**src/design/link_controller_register_file_core_assert.svh**
```systemverilog
// Assertion macros for the link controller register file.
// Depends on nothing; included by the top level only.
`ifndef LINK_CONTROLLER_REGISTER_FILE_CORE_ASSERT_SVH
`define LINK_CONTROLLER_REGISTER_FILE_CORE_ASSERT_SVH
`ifndef SYNTH
// Same-cycle implication under reset.
`define LCRF_ASSERT_IMPLY(lbl, clk, rstn, ante, cons) \
    lbl: assert property (@(posedge clk) disable iff (!rstn) (ante) |-> (cons)) \
        else $error("lcrf assertion failed");
// Next-cycle implication under reset.
`define LCRF_ASSERT_NEXT(lbl, clk, rstn, ante, cons) \
    lbl: assert property (@(posedge clk) disable iff (!rstn) (ante) |=> (cons)) \
        else $error("lcrf assertion failed");
`else
`define LCRF_ASSERT_IMPLY(lbl, clk, rstn, ante, cons)
`define LCRF_ASSERT_NEXT(lbl, clk, rstn, ante, cons)
`endif
`endif

```
**src/design/lcrf_pkg.sv**
```systemverilog
// Shared types, constants and the address decoder of the link controller register file.
// Depends on nothing; used by the store and the top level.
package lcrf_pkg;

    localparam int WINDOW_BYTES = 2048;

    // Fixed words.
    localparam logic [31:0] VERSION_WORD      = 32'h0001_0000;
    localparam logic [31:0] BUS_NAME_WORD     = 32'h3133_3934;
    localparam logic [31:0] BUS_OPTIONS_RESET = 32'h0000_a002;
    localparam logic [31:0] SOFT_RESET_BIT    = 32'h0001_0000;
    localparam logic [31:0] MASTER_ENABLE     = 32'h8000_0000;
    localparam logic [31:0] PHY_ABSENT        = 32'hffff_ffff;

    // Fixed register offsets.
    localparam logic [10:0] ADDR_VERSION     = 11'h000;
    localparam logic [10:0] ADDR_BUS_NAME    = 11'h01c;
    localparam logic [10:0] ADDR_BUS_OPTIONS = 11'h020;
    localparam logic [10:0] ADDR_GUID_HI     = 11'h024;
    localparam logic [10:0] ADDR_GUID_LO     = 11'h028;
    localparam logic [10:0] ADDR_PHY_CONTROL = 11'h0ec;

    // Main store layout: plain registers, then masks, then bus options.
    localparam int NUM_PLAIN   = 16;
    localparam int NUM_MASKS   = 14;
    localparam int MAIN_DEPTH  = 32;
    localparam int MAIN_IDX_W  = $clog2(MAIN_DEPTH);
    localparam logic [MAIN_IDX_W-1:0] MASK_BASE     = MAIN_IDX_W'(NUM_PLAIN);
    localparam logic [MAIN_IDX_W-1:0] IDX_CONTROL   = MAIN_IDX_W'(NUM_PLAIN + 0);
    localparam logic [MAIN_IDX_W-1:0] IDX_INT_EVENT = MAIN_IDX_W'(NUM_PLAIN + 3);
    localparam logic [MAIN_IDX_W-1:0] IDX_INT_MASK  = MAIN_IDX_W'(NUM_PLAIN + 4);
    localparam logic [MAIN_IDX_W-1:0] IDX_BUS_OPT   = MAIN_IDX_W'(NUM_PLAIN + NUM_MASKS);

    localparam logic [10:0] PLAIN_OFFSETS [NUM_PLAIN] = '{
        11'h008, 11'h00c, 11'h010, 11'h014, 11'h018, 11'h034, 11'h038, 11'h03c,
        11'h064, 11'h068, 11'h0b0, 11'h0b4, 11'h0b8, 11'h0dc, 11'h0f0, 11'h120
    };

    // Set addresses of the masks; the clear address is four above.
    localparam logic [10:0] MASK_OFFSETS [NUM_MASKS] = '{
        11'h050, 11'h070, 11'h078, 11'h080, 11'h088, 11'h090, 11'h098,
        11'h0a0, 11'h0a8, 11'h0e0, 11'h100, 11'h108, 11'h110, 11'h118
    };

    // Access kinds.
    localparam logic [2:0] K_NONE  = 3'd0;
    localparam logic [2:0] K_CONST = 3'd1;
    localparam logic [2:0] K_PLAIN = 3'd2;
    localparam logic [2:0] K_MASK  = 3'd3;
    localparam logic [2:0] K_GUID  = 3'd4;

    typedef struct packed {
        logic [2:0]            kind;
        logic [MAIN_IDX_W-1:0] idx;
        logic                  clr;
        logic [31:0]           value;
    } dec_t;

    typedef struct packed {
        logic                  en;
        logic [MAIN_IDX_W-1:0] main_idx;
        logic                  id_idx;
    } store_rd_t;

    typedef struct packed {
        logic                  main_we;
        logic [MAIN_IDX_W-1:0] main_idx;
        logic [31:0]           main_wdata;
        logic                  id_we;
        logic                  id_idx;
        logic [31:0]           id_wdata;
        logic                  clear_all;
    } store_wr_t;

    // Decodes one byte offset into the kind of access and its store slot.
    function automatic dec_t decode(input logic [10:0] a);
        dec_t d;
        d = '{kind: K_NONE, idx: '0, clr: 1'b0, value: '0};
        if ({2'b00, a} < 13'(WINDOW_BYTES))
        begin
            if (a == ADDR_VERSION)
            begin
                d.kind  = K_CONST;
                d.value = VERSION_WORD;
            end
            if (a == ADDR_BUS_NAME)
            begin
                d.kind  = K_CONST;
                d.value = BUS_NAME_WORD;
            end
            if (a == ADDR_PHY_CONTROL)
            begin
                d.kind  = K_CONST;
                d.value = PHY_ABSENT;
            end
            if (a == ADDR_BUS_OPTIONS)
            begin
                d.kind = K_PLAIN;
                d.idx  = IDX_BUS_OPT;
            end
            if (a == ADDR_GUID_HI)
            begin
                d.kind = K_GUID;
                d.idx  = '0;
            end
            if (a == ADDR_GUID_LO)
            begin
                d.kind = K_GUID;
                d.idx  = MAIN_IDX_W'(1);
            end
            for (int i = 0; i < NUM_PLAIN; i++)
            begin
                if (a == PLAIN_OFFSETS[i])
                begin
                    d.kind = K_PLAIN;
                    d.idx  = MAIN_IDX_W'(i);
                end
            end
            for (int i = 0; i < NUM_MASKS; i++)
            begin
                if ({a[10:3], 1'b0, a[1:0]} == MASK_OFFSETS[i])
                begin
                    d.kind = K_MASK;
                    d.idx  = MAIN_IDX_W'(NUM_PLAIN + i);
                    d.clr  = a[2];
                end
            end
        end
        return d;
    endfunction

endpackage

```
**src/design/lcrf_if.sv**
```systemverilog
// Handshake channels of the link controller register file: access items and result items.
// Depends on nothing.
interface lcrf_req_if;
    logic        valid;
    logic        ready;
    logic        action;
    logic [10:0] address;
    logic [31:0] write_data;

    modport source (output valid, action, address, write_data, input ready);
    modport sink (input valid, action, address, write_data, output ready);
endinterface

interface lcrf_rsp_if;
    logic        valid;
    logic        ready;
    logic [31:0] read_data;
    logic        irq_level;

    modport source (output valid, read_data, irq_level, input ready);
    modport sink (input valid, read_data, irq_level, output ready);
endinterface

```
**src/design/lcrf_store.sv**
```systemverilog
// Register storage: main memory with per-entry valid bits, and the GUID memory.
// Depends on lcrf_pkg.
module lcrf_store (
    input  logic                                clk,
    input  logic                                rst_n,
    input  lcrf_pkg::store_rd_t                 rd,
    input  lcrf_pkg::store_wr_t                 wr,
    output logic [31:0]                         main_rdata,
    output logic [31:0]                         id_rdata
);

    logic [31:0] main_mem [lcrf_pkg::MAIN_DEPTH];
    logic [31:0] id_mem [2];

    logic [lcrf_pkg::MAIN_DEPTH-1:0] main_valid_reg;
    logic [lcrf_pkg::MAIN_DEPTH-1:0] main_valid_next;
    logic [1:0]                      id_valid_reg;

    logic [31:0]                     main_raw_reg;
    logic                            main_hit_reg;
    logic [lcrf_pkg::MAIN_IDX_W-1:0] main_idx_reg;
    logic [31:0]                     id_raw_reg;
    logic                            id_hit_reg;

    // Memory writes and registered reads.
    always_ff @(posedge clk)
    begin
        if (wr.main_we)
        begin
            main_mem[wr.main_idx] <= wr.main_wdata;
        end
        if (wr.id_we)
        begin
            id_mem[wr.id_idx] <= wr.id_wdata;
        end
        if (rd.en)
        begin
            main_raw_reg <= main_mem[rd.main_idx];
            main_hit_reg <= main_valid_reg[rd.main_idx];
            main_idx_reg <= rd.main_idx;
            id_raw_reg   <= id_mem[rd.id_idx];
            id_hit_reg   <= id_valid_reg[rd.id_idx];
        end
    end

    // Valid bits: soft reset drops the main ones, only the hard reset drops the GUID ones.
    always_comb
    begin
        main_valid_next = main_valid_reg;
        if (wr.clear_all)
        begin
            main_valid_next = '0;
        end
        if (wr.main_we)
        begin
            main_valid_next[wr.main_idx] = 1'b1;
        end
    end

    always_ff @(posedge clk or negedge rst_n)
    begin
        if (!rst_n)
        begin
            main_valid_reg <= '0;
            id_valid_reg   <= '0;
        end
        else
        begin
            main_valid_reg <= main_valid_next;
            if (wr.id_we)
            begin
                id_valid_reg[wr.id_idx] <= 1'b1;
            end
        end
    end

    // An entry never written since reset reads as its reset value.
    always_comb
    begin
        if (main_hit_reg)
        begin
            main_rdata = main_raw_reg;
        end
        else if (main_idx_reg == lcrf_pkg::IDX_BUS_OPT)
        begin
            main_rdata = lcrf_pkg::BUS_OPTIONS_RESET;
        end
        else
        begin
            main_rdata = '0;
        end
        id_rdata = id_hit_reg ? id_raw_reg : '0;
    end

endmodule

```
**src/design/link_controller_register_file_core.sv**
```systemverilog
// Top level of the link controller register file: decode, read-modify-write and result register.
// Depends on lcrf_pkg, lcrf_if, lcrf_store and the assertion header.
// Flow: an accepted access item's slot is read from the register memory into registers, then the
// modify and write-back step runs once the result register is free and loads the result register;
// a new access item is taken only after the previous one has left the execute state.
// Reset: asynchronous, active low; valid bits clear at once, so no clearing pass is needed.
`include "link_controller_register_file_core_assert.svh"

module link_controller_register_file_core (
    input  logic           clk,
    input  logic           rst_n,
    lcrf_req_if.sink       req,
    lcrf_rsp_if.source     rsp
);

    localparam logic S_IDLE = 1'b0;
    localparam logic S_EXEC = 1'b1;

    logic state_reg;
    logic state_next;

    lcrf_pkg::dec_t dec_now;
    lcrf_pkg::dec_t dec_reg;
    logic           write_reg;
    logic [31:0]    wdata_reg;

    lcrf_pkg::store_rd_t rd;
    lcrf_pkg::store_wr_t wr;
    logic [31:0]         main_rdata;
    logic [31:0]         id_rdata;

    logic        accept;
    logic        exec_fire;
    logic        sreset_hit;
    logic [31:0] new_value;
    logic [31:0] rd_value;

    logic [31:0] int_event_reg;
    logic [31:0] int_event_next;
    logic [31:0] int_mask_reg;
    logic [31:0] int_mask_next;
    logic        irq_calc;

    logic        out_valid_reg;
    logic [31:0] out_data_reg;
    logic        out_irq_reg;

    // Accept only between items; decode on the way in.
    assign req.ready = (state_reg == S_IDLE);
    assign accept    = req.valid && req.ready;
    assign dec_now   = lcrf_pkg::decode(req.address);

    assign rd.en       = accept;
    assign rd.main_idx = dec_now.idx;
    assign rd.id_idx   = dec_now.idx[0];

    always_ff @(posedge clk)
    begin
        if (accept)
        begin
            dec_reg   <= dec_now;
            write_reg <= req.action;
            wdata_reg <= req.write_data;
        end
    end

    lcrf_store u_store (
        .clk        (clk),
        .rst_n      (rst_n),
        .rd         (rd),
        .wr         (wr),
        .main_rdata (main_rdata),
        .id_rdata   (id_rdata)
    );

    // The execute cycle completes once the result register is free.
    assign exec_fire = (state_reg == S_EXEC) && (!out_valid_reg || rsp.ready);

    // Soft reset is bit 16 written to the control set address.
    assign sreset_hit = write_reg && (dec_reg.kind == lcrf_pkg::K_MASK) && !dec_reg.clr
                        && (dec_reg.idx == lcrf_pkg::IDX_CONTROL)
                        && ((wdata_reg & lcrf_pkg::SOFT_RESET_BIT) != '0);

    // Modify step of the read-modify-write.
    always_comb
    begin
        if (dec_reg.kind == lcrf_pkg::K_MASK)
        begin
            if (dec_reg.clr)
            begin
                new_value = main_rdata & ~wdata_reg;
            end
            else if (sreset_hit)
            begin
                new_value = wdata_reg & ~lcrf_pkg::SOFT_RESET_BIT;
            end
            else
            begin
                new_value = main_rdata | wdata_reg;
            end
        end
        else
        begin
            new_value = wdata_reg;
        end
    end

    assign wr.main_we    = exec_fire && write_reg
                           && ((dec_reg.kind == lcrf_pkg::K_PLAIN)
                               || (dec_reg.kind == lcrf_pkg::K_MASK));
    assign wr.main_idx   = dec_reg.idx;
    assign wr.main_wdata = new_value;
    assign wr.id_we      = exec_fire && write_reg && (dec_reg.kind == lcrf_pkg::K_GUID);
    assign wr.id_idx     = dec_reg.idx[0];
    assign wr.id_wdata   = wdata_reg;
    assign wr.clear_all  = exec_fire && sreset_hit;

    // Read value; writes return zero.
    always_comb
    begin
        rd_value = '0;
        if (!write_reg)
        begin
            unique case (dec_reg.kind) inside
                lcrf_pkg::K_CONST:                   rd_value = dec_reg.value;
                lcrf_pkg::K_PLAIN, lcrf_pkg::K_MASK: rd_value = main_rdata;
                lcrf_pkg::K_GUID:                    rd_value = id_rdata;
                default:                             rd_value = '0;
            endcase
        end
    end

    // Shadow copies of the interrupt event and mask registers drive the line.
    always_comb
    begin
        int_event_next = int_event_reg;
        int_mask_next  = int_mask_reg;
        if (wr.clear_all)
        begin
            int_event_next = '0;
            int_mask_next  = '0;
        end
        if (wr.main_we && (wr.main_idx == lcrf_pkg::IDX_INT_EVENT))
        begin
            int_event_next = new_value;
        end
        if (wr.main_we && (wr.main_idx == lcrf_pkg::IDX_INT_MASK))
        begin
            int_mask_next = new_value;
        end
    end

    assign irq_calc = ((int_mask_next & lcrf_pkg::MASTER_ENABLE) != '0)
                      && ((int_event_next & int_mask_next & ~lcrf_pkg::MASTER_ENABLE) != '0);

    // Sequencer.
    always_comb
    begin
        state_next = state_reg;
        unique case (state_reg)
            S_IDLE:  if (accept) state_next = S_EXEC;
            S_EXEC:  if (exec_fire) state_next = S_IDLE;
            default: state_next = S_IDLE;
        endcase
    end

    always_ff @(posedge clk or negedge rst_n)
    begin
        if (!rst_n)
        begin
            state_reg     <= S_IDLE;
            int_event_reg <= '0;
            int_mask_reg  <= '0;
            out_valid_reg <= 1'b0;
        end
        else
        begin
            state_reg     <= state_next;
            int_event_reg <= int_event_next;
            int_mask_reg  <= int_mask_next;
            if (exec_fire)
            begin
                out_valid_reg <= 1'b1;
            end
            else if (rsp.ready)
            begin
                out_valid_reg <= 1'b0;
            end
        end
    end

    // Result register.
    always_ff @(posedge clk)
    begin
        if (exec_fire)
        begin
            out_data_reg <= rd_value;
            out_irq_reg  <= irq_calc;
        end
    end

    assign rsp.valid     = out_valid_reg;
    assign rsp.read_data = out_data_reg;
    assign rsp.irq_level = out_irq_reg;

    // Checks on the sequencing and the interrupt shadows.
    `LCRF_ASSERT_NEXT(a_accept_exec, clk, rst_n, accept, state_reg == S_EXEC)
    `LCRF_ASSERT_NEXT(a_exec_result, clk, rst_n, exec_fire, rsp.valid)
    `LCRF_ASSERT_NEXT(a_soft_clears_irq, clk, rst_n, wr.clear_all, (int_event_reg | int_mask_reg) == '0)
    `LCRF_ASSERT_IMPLY(a_no_write_idle, clk, rst_n, state_reg == S_IDLE, !wr.main_we && !wr.id_we)

endmodule

```
**src/flat_wrapper.sv**
```systemverilog
// flat-port wrapper written by rule: the top's interface ports become plain ports
module link_controller_register_file_core_flat 
  (clk, rst_n, req_valid, req_action, req_address, req_write_data, req_ready, rsp_valid, rsp_read_data, rsp_irq_level, rsp_ready);
  lcrf_req_if req_i ();
  lcrf_rsp_if rsp_i ();
  input  logic clk;
  input  logic rst_n;
  input wire logic [$bits(req_i.valid)-1:0] req_valid;
  input wire logic [$bits(req_i.action)-1:0] req_action;
  input wire logic [$bits(req_i.address)-1:0] req_address;
  input wire logic [$bits(req_i.write_data)-1:0] req_write_data;
  output wire logic [$bits(req_i.ready)-1:0] req_ready;
  output wire logic [$bits(rsp_i.valid)-1:0] rsp_valid;
  output wire logic [$bits(rsp_i.read_data)-1:0] rsp_read_data;
  output wire logic [$bits(rsp_i.irq_level)-1:0] rsp_irq_level;
  input wire logic [$bits(rsp_i.ready)-1:0] rsp_ready;
  assign req_i.valid = req_valid;
  assign req_i.action = req_action;
  assign req_i.address = req_address;
  assign req_i.write_data = req_write_data;
  assign req_ready = req_i.ready;
  assign rsp_valid = rsp_i.valid;
  assign rsp_read_data = rsp_i.read_data;
  assign rsp_irq_level = rsp_i.irq_level;
  assign rsp_i.ready = rsp_ready;
  link_controller_register_file_core u_core (.clk(clk), .rst_n(rst_n), .req(req_i), .rsp(rsp_i));
endmodule
```
**config.mk**
```make
export PLATFORM = sky130hd
export DESIGN_NAME = link_controller_register_file_core_flat
export DESIGN_NICKNAME = d
export VERILOG_FILES = /design/src/design/lcrf_pkg.sv /design/src/design/lcrf_if.sv /design/src/design/lcrf_store.sv /design/src/design/link_controller_register_file_core.sv /design/src/flat_wrapper.sv
export VERILOG_INCLUDE_DIRS = /design/src /design/src/design
export SDC_FILE = /design/constraint.sdc
export NUM_CORES = 2
export LEC_CHECK = 0
export ABC_AREA = 1
export CORE_MARGIN = 2
export CORE_UTILIZATION = 30
export CTS_BUF_LIST = sky130_fd_sc_hd__clkbuf_2 sky130_fd_sc_hd__clkbuf_4 sky130_fd_sc_hd__clkbuf_8
export DETAILED_ROUTE_END_ITERATION = 12
export DONT_BUFFER_PORTS = 1
export SYNTH_ARGS = -nofsm -noshare
export SYNTH_HDL_FRONTEND = slang
export SYNTH_HIERARCHICAL = 1
export SYNTH_SLANG_ARGS = --single-unit
export TNS_END_PERCENT = 50
```
**constraint.sdc**
```tcl
create_clock -name clk -period 4.45 [get_ports clk]
set_input_delay 0.445 -clock clk [delete_from_list [all_inputs] [get_ports clk]]
set_output_delay 0.445 -clock clk [all_outputs]
set_load 0.05 [all_outputs]
```
==> results.json <==
{
  "status": "finished, final reports clean",
  "fp-row-count": 157,
  "drive_gt1_share_pct": 11.4,
  "clock_latency_ps": 930,
  "slew_headroom_pct": 24.4,
  "dieArea_um2": 188000,
  "num-nets-final": 5002,
  "drt-total-wl_um": 166000,
  "antenna_left": 0,
  "pwr-share-comb_pct": 4.2,
  "antenna_found_initial": 7,
  "crit_type": "reg2reg",
  "crit_cells": 8,
  "syn_avg_cell_area_um2": 11.5,
  "reg2reg_to": "u_core/u_store/main_mem[3][26]",
  "dieHeight_um": 434,
  "reg2reg_from": "u_core/rsp.valid",
  "power_w": 0.0258,
  "dr.pass1.iters": 6,
  "place.gp.congestion": 0.841,
  "path_cells": "nand2_1 > nand2_1 > nor2_1 > nand2_2 > inv_2 > nand3_1 > nor2_4 > buf_4",
  "coreArea_um2": 183000,
  "power.internal_w": 0.0198,
  "power_leakage_nw": 23.5,
  "yosysTopAreaCellShare_pct": 67.1,
  "preCtsSetupSlack_ps": 686,
  "rsz0062_at_grt": "false",
  "crit_required_ps": 5040,
  "top_regs": "u_core/u_store/main_mem: 1024 flops, u_core/u_store/id_mem: 64 flops",
  "synth_area_um2": 55400,
  "cp_common_cell": "nand2_1",
  "path_clk_slew_ps": 60,
  "ir_drop_mv": 0.324,
  "most-common-layout-cells": "nand2_1 (1880), edfxtp_1 (1237), nand3_1 (893)",
  "io_buffers": 0,
  "start_kind": "register",
  "final_common_cell": "nand2_1",
  "die_x_um": 434,
  "grt_pass1_wl_um": 240000,
  "worstMarginPinSlew_ps": 1130,
  "crit_path_max_fanout": 13,
  "cts_tree": "done",
  "critPathLaunch": "u_core/rsp.valid",
  "yosys_register_bits": 1336,
  "max_stage_delay_ps": 1090,
  "overflow": 0,
  "io-pin-count": 83,
  "start_util_pct": 30.2,
  "grt_use_total_pct": 17.2,
  "hold_viol": 0,
  "critPathCaptureType": "register",
  "crit_family": "simple AND/OR/NAND/NOR gates",
  "min_period_ps": 3790,
  "slew_viol_final": 0,
  "synth.largest_area_cell": "edfxtp_1",
  "max_freq_mhz": 264,
  "ys_warn_count": 6,
  "ys_seq_area_share_pct": 71.5,
  "fin_util_pct": 34.5,
  "regMostFlops": "u_core/u_store/main_mem",
  "grt_pass1_vias": 36048,
  "tns_ps": 0,
  "cp.buffers_inverters": 2,
  "switching_share_pct": 23.0,
  "synth.top_cells.by_area": "edfxtp_1 (67%), nand2_1 (13%), nand3_1 (8.1%)",
  "reg2reg_slack_ps": 660,
  "cpMaxStageDelayCell": "nor2_4",
  "drc_errors": 0,
  "crit_path_end": "u_core/u_store/main_mem[3][26]",
  "setup-violations-final": 0,
  "clock_sinks": 1336,
  "period_share_pct": 85.2,
  "largest_reg_flops": 1024,
  "syn_inst": 4830,
  "clock_skew_ps": 47.7,
  "h-tree-depth": 4,
  "hp-class": "in2async",
  "area_growth_pct": 14.3,
  "reg2reg_depth": 8,
  "dp_hpwl_um": 89200,
  "cp.arrival_ps": 4380,
  "wl_per_cell_um": 21.8,
  "clockPowerShare_pct": 40.2,
  "drtIter0Drc": 4107,
  "clockBufferDepth": 3,
  "synth.distinct_cells": 36,
  "cts-buffers-inserted": 213,
  "switching_power_w": 0.00593,
  "viasPerCell": 5.00,
  "syn_nets": 4878,
  "cts_root_buf": "clkbuf_8",
  "grt_max_degree": 150,
  "max-cap-violations": 0,
  "dr_total_vias": 37897,
  "fin_ws_ps": 660,
  "power.density_nw_per_um2": 407,
  "power.share.sequential_pct": 55.6
}
[per-layer routing]
layer / vias up / track usage (%) / part of all wire (%)
met5: - / 0 / 0
met4: 0 / 6.89 / 3.9
met3: 371 / 3.17 / 8.9
met2: 1910 / 28.3 / 47
met1: 18651 / 22.5 / 40
li1: 16965 / - / -
[worst register-to-register path: stages, from the launching register on]
cell     delay (ps)
dfrtp_1         560
nand2_1         190
nand2_1         190
nor2_1          200
nand2_2          90
inv_2           120
nand3_1         640
nor2_4         1090
buf_4           360
[cell usage after synthesis, drive strengths merged]
master	instances
mux2	32
a22oi	1
nand4	13
nand3	897
and2	1
dfrtp	99
nor3b	28
nand2	1891
clkbuf	42
nor4	4
edfxtp	1237
a221oi	31
or2	1
buf	239
nor2	115
o22ai	2
a21oi	6
o211ai	1
inv	133
a31oi	1
o21ai	41
clkinv	3
nor3	12
[how the worst min path moves through the flow]
stage                         startpoint                      end  slack (ps)  cells after the start
after detailed placement           rst_n         u_core/state_reg         150                      0
after global placement             rst_n         u_core/state_reg         150                      0
after floorplan                    rst_n  u_core/int_event_reg[0]         150                      0
after CTS                 req_address[0]       u_core/dec_reg[40]           8                      3
after global routing      req_address[0]       u_core/dec_reg[40]          80                      3
final                              rst_n         u_core/state_reg         110                      2
[cells by family after synthesis]
kind of cell,count (synthesis),synth area share (%)
compound gates,83,0.976
mux,32,0.651
buf+inv,417,4.23
simple gates,2962,22.6
flops,1336,71.5
[power groups by stage]
stage | registers [W] | clock network, W | logic, W
after CTS | 0.0143 | 0.0105 | 0.00107
after global routing | 0.0143 | 0.0110 | 0.00116
final | 0.0143 | 0.0104 | 0.00107
after detailed placement | 0.0146 | 0 | 0.00101
after global placement | 0.0146 | 0 | 0.000997
after floorplan | 0.0145 | 0 | 0.000590
[through the flow]
step | hold slack, ps | cell area, um^2 | instances
after detailed placement | 151 | 58700 | 7158
after global placement | 152 | 58700 | 7158
after global routing | 83.0 | 63300 | 7585
after CTS | 8.15 | 63300 | 7583
final | 111 | 63300 | 7586
after floorplan | 149 | 55400 | 4830
[layout make-up]
cell class	instances	area [um^2]
Antenna cell	3	7.51
Clock buffer	297	3610
Clock inverter	83	549
Fill cell	17998	120000
Inverter	136	547
Multi-Input combinational cell	3077	13700
Sequential cell	1336	39600
Tap cell	2464	3080
Timing Repair Buffer	190	2170
[repair_timing]
item / 4_1_cts / 5_1_grt
hold endpoints to repair: 140 / 0
setup buffers: 0 / 0
hold buffers: 45 / 0
resized for setup: 0 / 0
No activity file was read; power rests on OpenSTA's default activity.
